===== config.mk =====
export PLATFORM = sky130hd
export DESIGN_NAME = fst_cell
export DESIGN_NICKNAME = d
export VERILOG_FILES = /design/src/design/fst_pkg.sv /design/src/design/fst_cell.sv
export SDC_FILE = /design/constraint.sdc
export NUM_CORES = 1
export LEC_CHECK = 0
export BUFFER_PORTS_ARGS = -buffer_cell sky130_fd_sc_hd__buf_2
export CORE_AREA = 4 4 213 215
export CTS_CLUSTER_SIZE = 12
export DETAILED_ROUTE_END_ITERATION = 10
export DIE_AREA = 0 0 217 219
export GPL_TIMING_DRIVEN = 0
export MAX_ROUTING_LAYER = met4
export PLACE_DENSITY_LB_ADDON = 0.15
export SLEW_MARGIN = 25
export SYNTH_ARGS = -nofsm -noshare
export SYNTH_HDL_FRONTEND = slang
export SYNTH_SLANG_ARGS = --single-unit

===== constraint.sdc =====
create_clock -name clk -period 5.5 [get_ports clk]
set_clock_uncertainty 0.2 [all_clocks]
set_input_delay 0.55 -clock clk [delete_from_list [all_inputs] [get_ports clk]]
set_output_delay 0.55 -clock clk [all_outputs]
set_load 0.02 [all_outputs]

===== src/design/fst_pkg.sv =====
// fst_pkg: shared types, codes and constants for the flow session table
// used by fst_cell and flow_session_table; no dependencies
`default_nettype none

package fst_pkg;

  localparam int TABLE_ENTRIES_DEFAULT = 64;
  // index field wide enough for the largest supported table (4096 entries)
  localparam int IDX_MAX_W = 12;

  localparam logic [15:0] TIMEOUT_RESET = 16'd120;
  localparam logic [6:0]  COUNT_MAX     = 7'd127;
  localparam logic [31:0] SESSION_FIRST = 32'd1;

  // request opcodes
  localparam logic [1:0] OP_LOOKUP = 2'd0;
  localparam logic [1:0] OP_TICK   = 2'd1;
  localparam logic [1:0] OP_SWEEP  = 2'd2;
  localparam logic [1:0] OP_UNUSED = 2'd3;

  // result status codes
  localparam logic [2:0] STATUS_HIT     = 3'd0;
  localparam logic [2:0] STATUS_CREATED = 3'd1;
  localparam logic [2:0] STATUS_FULL    = 3'd2;
  localparam logic [2:0] STATUS_TICK    = 3'd3;
  localparam logic [2:0] STATUS_SWEEP   = 3'd4;

  typedef struct packed {
    logic [31:0] source_address;
    logic [31:0] destination_address;
    logic [15:0] source_port;
    logic [15:0] destination_port;
    logic [7:0]  protocol_number;
  } fst_key_t;

  typedef struct packed {
    logic [1:0]  opcode;
    logic [31:0] source_address;
    logic [31:0] destination_address;
    logic [15:0] source_port;
    logic [15:0] destination_port;
    logic [7:0]  protocol_number;
  } fst_req_t;

  typedef struct packed {
    logic [2:0]  status;
    logic [31:0] session_number;
    logic [6:0]  expired_count;
  } fst_rsp_t;

  // token that walks the cell row, one cell per cycle
  typedef struct packed {
    logic                 active;
    logic                 sweep;
    fst_key_t             key;
    logic                 hit;
    logic [31:0]          session;
    logic                 free_found;
    logic [IDX_MAX_W-1:0] free_idx;
    logic [6:0]           count;
  } fst_tok_t;

  // allocation write broadcast to all cells
  typedef struct packed {
    logic                 en;
    logic [IDX_MAX_W-1:0] idx;
    fst_key_t             key;
    logic [31:0]          session;
    logic [31:0]          seen_at;
  } fst_wr_t;

  typedef enum logic [1:0] {
    ST_IDLE,
    ST_WALK,
    ST_DONE
  } fst_state_t;

endpackage

`default_nettype wire


===== src/design/fst_cell.sv =====
// fst_cell: one table entry plus the token register toward the next cell
// depends on fst_pkg
`default_nettype none

module fst_cell #(
  parameter int CELL_INDEX = 0
) (
  input  wire              clk,
  input  wire              rst,
  input  wire [31:0]       seconds,
  input  wire [15:0]       timeout,
  input  fst_pkg::fst_wr_t wr,
  input  fst_pkg::fst_tok_t tok_in,
  output fst_pkg::fst_tok_t tok_out
);
  import fst_pkg::*;

  logic        valid;
  fst_key_t    key;
  logic [31:0] session;
  logic [31:0] seen_at;

  logic        wr_here;
  logic        hit_here;
  logic        free_here;
  logic        exp_here;
  logic [31:0] age;
  fst_tok_t    tok_next;

  assign age       = seconds - seen_at;
  assign wr_here   = wr.en && (wr.idx == IDX_MAX_W'(CELL_INDEX));
  assign hit_here  = tok_in.active && !tok_in.sweep && valid && !tok_in.hit
                     && (key == tok_in.key);
  assign free_here = tok_in.active && !tok_in.sweep && !valid && !tok_in.free_found;
  assign exp_here  = tok_in.active && tok_in.sweep && valid && (age > {16'd0, timeout});

  always_comb begin
    tok_next = tok_in;
    if (hit_here) begin
      tok_next.hit     = 1'b1;
      tok_next.session = session;
    end
    if (free_here) begin
      tok_next.free_found = 1'b1;
      tok_next.free_idx   = IDX_MAX_W'(CELL_INDEX);
    end
    if (exp_here && (tok_in.count != COUNT_MAX)) begin
      tok_next.count = tok_in.count + 7'd1;
    end
  end

  always_ff @(posedge clk) begin
    if (rst) begin
      valid          <= 1'b0;
      tok_out.active <= 1'b0;
    end else begin
      tok_out <= tok_next;
      if (wr_here) begin
        valid <= 1'b1;
      end else if (exp_here) begin
        valid <= 1'b0;
      end
    end
  end

  always_ff @(posedge clk) begin
    if (wr_here) begin
      key     <= wr.key;
      session <= wr.session;
      seen_at <= wr.seen_at;
    end else if (hit_here) begin
      seen_at <= seconds;
    end
  end

endmodule

`default_nettype wire

==> results.ini <==
[power_and_ir_drop]
p_per_area_mw_per_mm2 = 285.5
ir_drop_v = 0.0002739
leakagePower_nw = 8.952

[global_routing]
grt_usage_pct = 20.20
grt_max_degree = 85
antenna_found_initial = 5
overflow = 0
grt_first_pass_wirelength_um = 70620
grt_pass1_vias = 12220

[sta]
timing.fmax_mhz = 199.0
setup_violations = 0
rsz0062_at_grt = false
timing.final.crit_share_pct = 91.38
worstMarginPinSlew_ns = 0.7613
hold_slack_ns = 0.04211
finalHoldViolations = 0
slew_viol_final = 0
max_slew_margin_pct = 48.97
layout_min_cycle_time_ns = 5.026

[clock_network]
path_clk_slew_ns = 0.05
insertion_delay_ns = 0.55
tritoncts = done
cts_sinks = 328
cts_root_buf = clkbuf_16
clock_path_buffers = 3
cts-htree-levels = 2
post_cts_buffers = 0
cts_buffers = 39

[floorplanning]
die_h_um = 219
die-width_um = 217
floorplan.initialDensity_pct = 33.02
dieArea_mm2 = 0.04752
ios = 549
core-area_mm2 = 0.04374
num_rows = 77

[drt]
viasPerCell = 4.549
drc = 0
num_vias = 11190
drtPass1Iterations = 4
wire_per_inst_um = 19.57
drt_first_iter_violations = 488
wl_um = 48120
antenna_left = 0

[yosys]
ys_seq_area_share_pct = 68.06
synthArstFlopShare_pct = 0
synth_top_area_share_pct = 67.78
ys_types = 64
netlist_area_mm2 = 0.01444
syn-num-nets = 1455
ys_warn_count = 0
synth_area_per_cell_um2 = 14.22
ys_ff_latch = 328
yosysTopAreaCell = edfxtp_1
synth-edff-count = 326
ys.flop_type = edfxtp_1
synth_area_leaders = edfxtp_1 (68%), xor2_1 (4.2%), ha_1 (4.2%)
syn_inst = 1016

[setup_path]
worstPathMaxFanout = 7
regToRegStartpoint = seen_at[0]
cp_slowest_cell = fa_1
crit_arrival_ns = 5.11
cpPeakStageDelay_ns = 0.40
endpoint_kind = flip-flop
crit_buf_inv = 0
cp-start-kind = flip-flop
critPathLaunch = seen_at[0]
crit_family = compound AO/OA/AOI/OAI gates
worstSetupPathType = reg -> reg
path_cells = ha_1 > fa_1 > nor2b_1 > o2111ai_1 > a211oi_1 > nor3_1 > xnor2_1 > ha_1 > nand4_1 > nor2_1 > nand4_1 > o21ai_0 > o311a_1 > o2111ai_1 > a2111oi_4 > nand4_4 > nand3_2 > mux2_1
required_ns = 5.59

[final_layout]
n_fill_cell = 3990
multiInputGateArea_mm2 = 0.004312
fin_nets = 2274
fin_cells = 2459
drive_gt1_share_pct = 35.12
regArea_mm2 = 0.009829
stdcell_area_mm2 = 0.02154
syn2layout_area_growth_pct = 49.15

[run_status]
status = finished, final reports clean

[flow_run]
drv_cap = 0

[placed_design]
place_area_mm2 = 0.01804
dpl.hpwl_um = 37340
dp_cells = 2159
portBuffers = 548
place_congestion = 0.8524

[hold_path]
hp-start = tok_in[157]
min_path_type = in -> reg

[cell usage after synthesis (2+ instances only)]
cell	instances
a2111oi_0	2
a211oi_1	6
a21boi_1	2
a21o_1	14
a21oi_1	33
a221oi_1	3
a311oi_1	2
a31o_1	3
a31oi_1	5
and2_1	2
and3_1	8
and4_1	2
buf_1	3
buf_2	5
clkbuf_1	10
dfxtp_1	2
edfxtp_1	326
ha_1	48
inv_1	64
mux2_1	2
mux2_2	32
mux2i_1	2
nand2_1	123
nand2b_1	3
nand3_1	9
nand4_1	28
nor2_1	28
nor2b_1	17
nor3_1	12
nor4_1	19
o2111ai_1	3
o211ai_1	3
o21a_1	9
o21ai_0	24
o21ai_1	3
o21bai_1	5
o22ai_1	3
o2bb2ai_1	2
o311ai_0	2
or2_2	2
or3_1	3
xnor2_1	52
xor2_1	69
[area by class of cell]
type	instances	area share (%)
timing repair buffer	778	23.66
antenna	5	0.05809
clock buffer	48	4.786
clock inverter	20	0.8422
multi-input combinational	605	20.02
buffer	18	0.3950
sequential	328	45.63
inverter	65	1.168
tap	592	3.439
[metal layers]
| metal | vias to the layer above | track usage (%) | wire, µm |
|---|---|---|---|
| li1 | 5423 | - | - |
| met2 | 356 | 35.57 | 25340 |
| met5 | - | - | 0 |
| met3 | 71 | 5.802 | 3274 |
| met1 | 5337 | 22.35 | 18170 |
| met4 | 0 | 6.042 | 1342 |
[registers in the layout, indices dropped and copies added, names as in the netlist]
signal,cells
tok_out,159
key,104
seen_at,32
session,32
valid,1
[timing repair]
action | in CTS | in global routing
gates resized for setup | 0 | 0
endpoints found under the hold margin | 227 | 0
hold buffers | 227 | 0
[report_power, final]
| group | leakage [nW] | switching (W) | internal (W) |
|---|---|---|---|
| Clock | 0.590 | 0.00100 | 0.00147 |
| Combinational | 5.29 | 0.000428 | 0.000370 |
| Sequential | 3.07 | 0.0000229 | 0.00286 |
[stage by stage]
step | utilization, % | power [W] | setup TNS, ns | setup WS [ns]
floorplan | - | 0.003265 | 0 | 0.1949
global placement | 40.99 | 0.003598 | -600.19 | -3.014
detailed placement | 41.24 | 0.003596 | 0 | 0.07379
CTS | 49.21 | 0.006237 | 0 | 0.3747
global route | 49.25 | 0.006426 | 0 | 0.01738
finish | 49.25 | 0.006151 | 0 | 0.4743
[layout by cell type, fill, tap and decap left out, drive strengths merged, types with 10 or more instances in the layout]
cell type    synthesis  final
nor3                12     12
dlygate4sd3          0    227
xor2                69     69
a21oi               35     35
clkbuf              10     58
a21o                14     14
nand4               29     29
clkinv               1     16
nand3               10     10
xnor2               52     52
o21ai               28     28
nand2              123    123
buf                  8    559
nor2                28     28
nor2b               17     17
inv                 64     65
ha                  48     48
mux2                34     34
nor4                19     19
edfxtp             326    326
[final timing paths]
kind	depth (start not counted)	slack [ns]	to
worst max register to register	18	0.47	tok_out[1]
worst min register to register	1	0.35	tok_out[48]
worst min-delay path	1	0.04	tok_out[157]
worst max-delay path	18	0.47	tok_out[1]
[cells by family (layout without fill, tap and decap cells)]
kind of cell	after synthesis	count (layout)	synth area share, %
flops	328	328	68.06
other cells	0	5	0
buf+inv	83	929	2.200
compound gates	136	136	6.463
fa+ha+maj	49	49	4.297
simple gates	263	263	8.854
mux	36	36	2.790
xor+xnor	121	121	7.338
[worst register-to-register path, cell delays in order, from the launching register on]
cell,delay (ns)
edfxtp_1,0.36
ha_1,0.22
fa_1,0.40
nor2b_1,0.20
o2111ai_1,0.22
a211oi_1,0.40
nor3_1,0.13
xnor2_1,0.17
ha_1,0.33
nand4_1,0.11
nor2_1,0.12
nand4_1,0.11
o21ai_0,0.40
o311a_1,0.25
o2111ai_1,0.19
a2111oi_4,0.28
nand4_4,0.22
nand3_2,0.14
mux2_1,0.33
(Power assumes the default switching activity.)
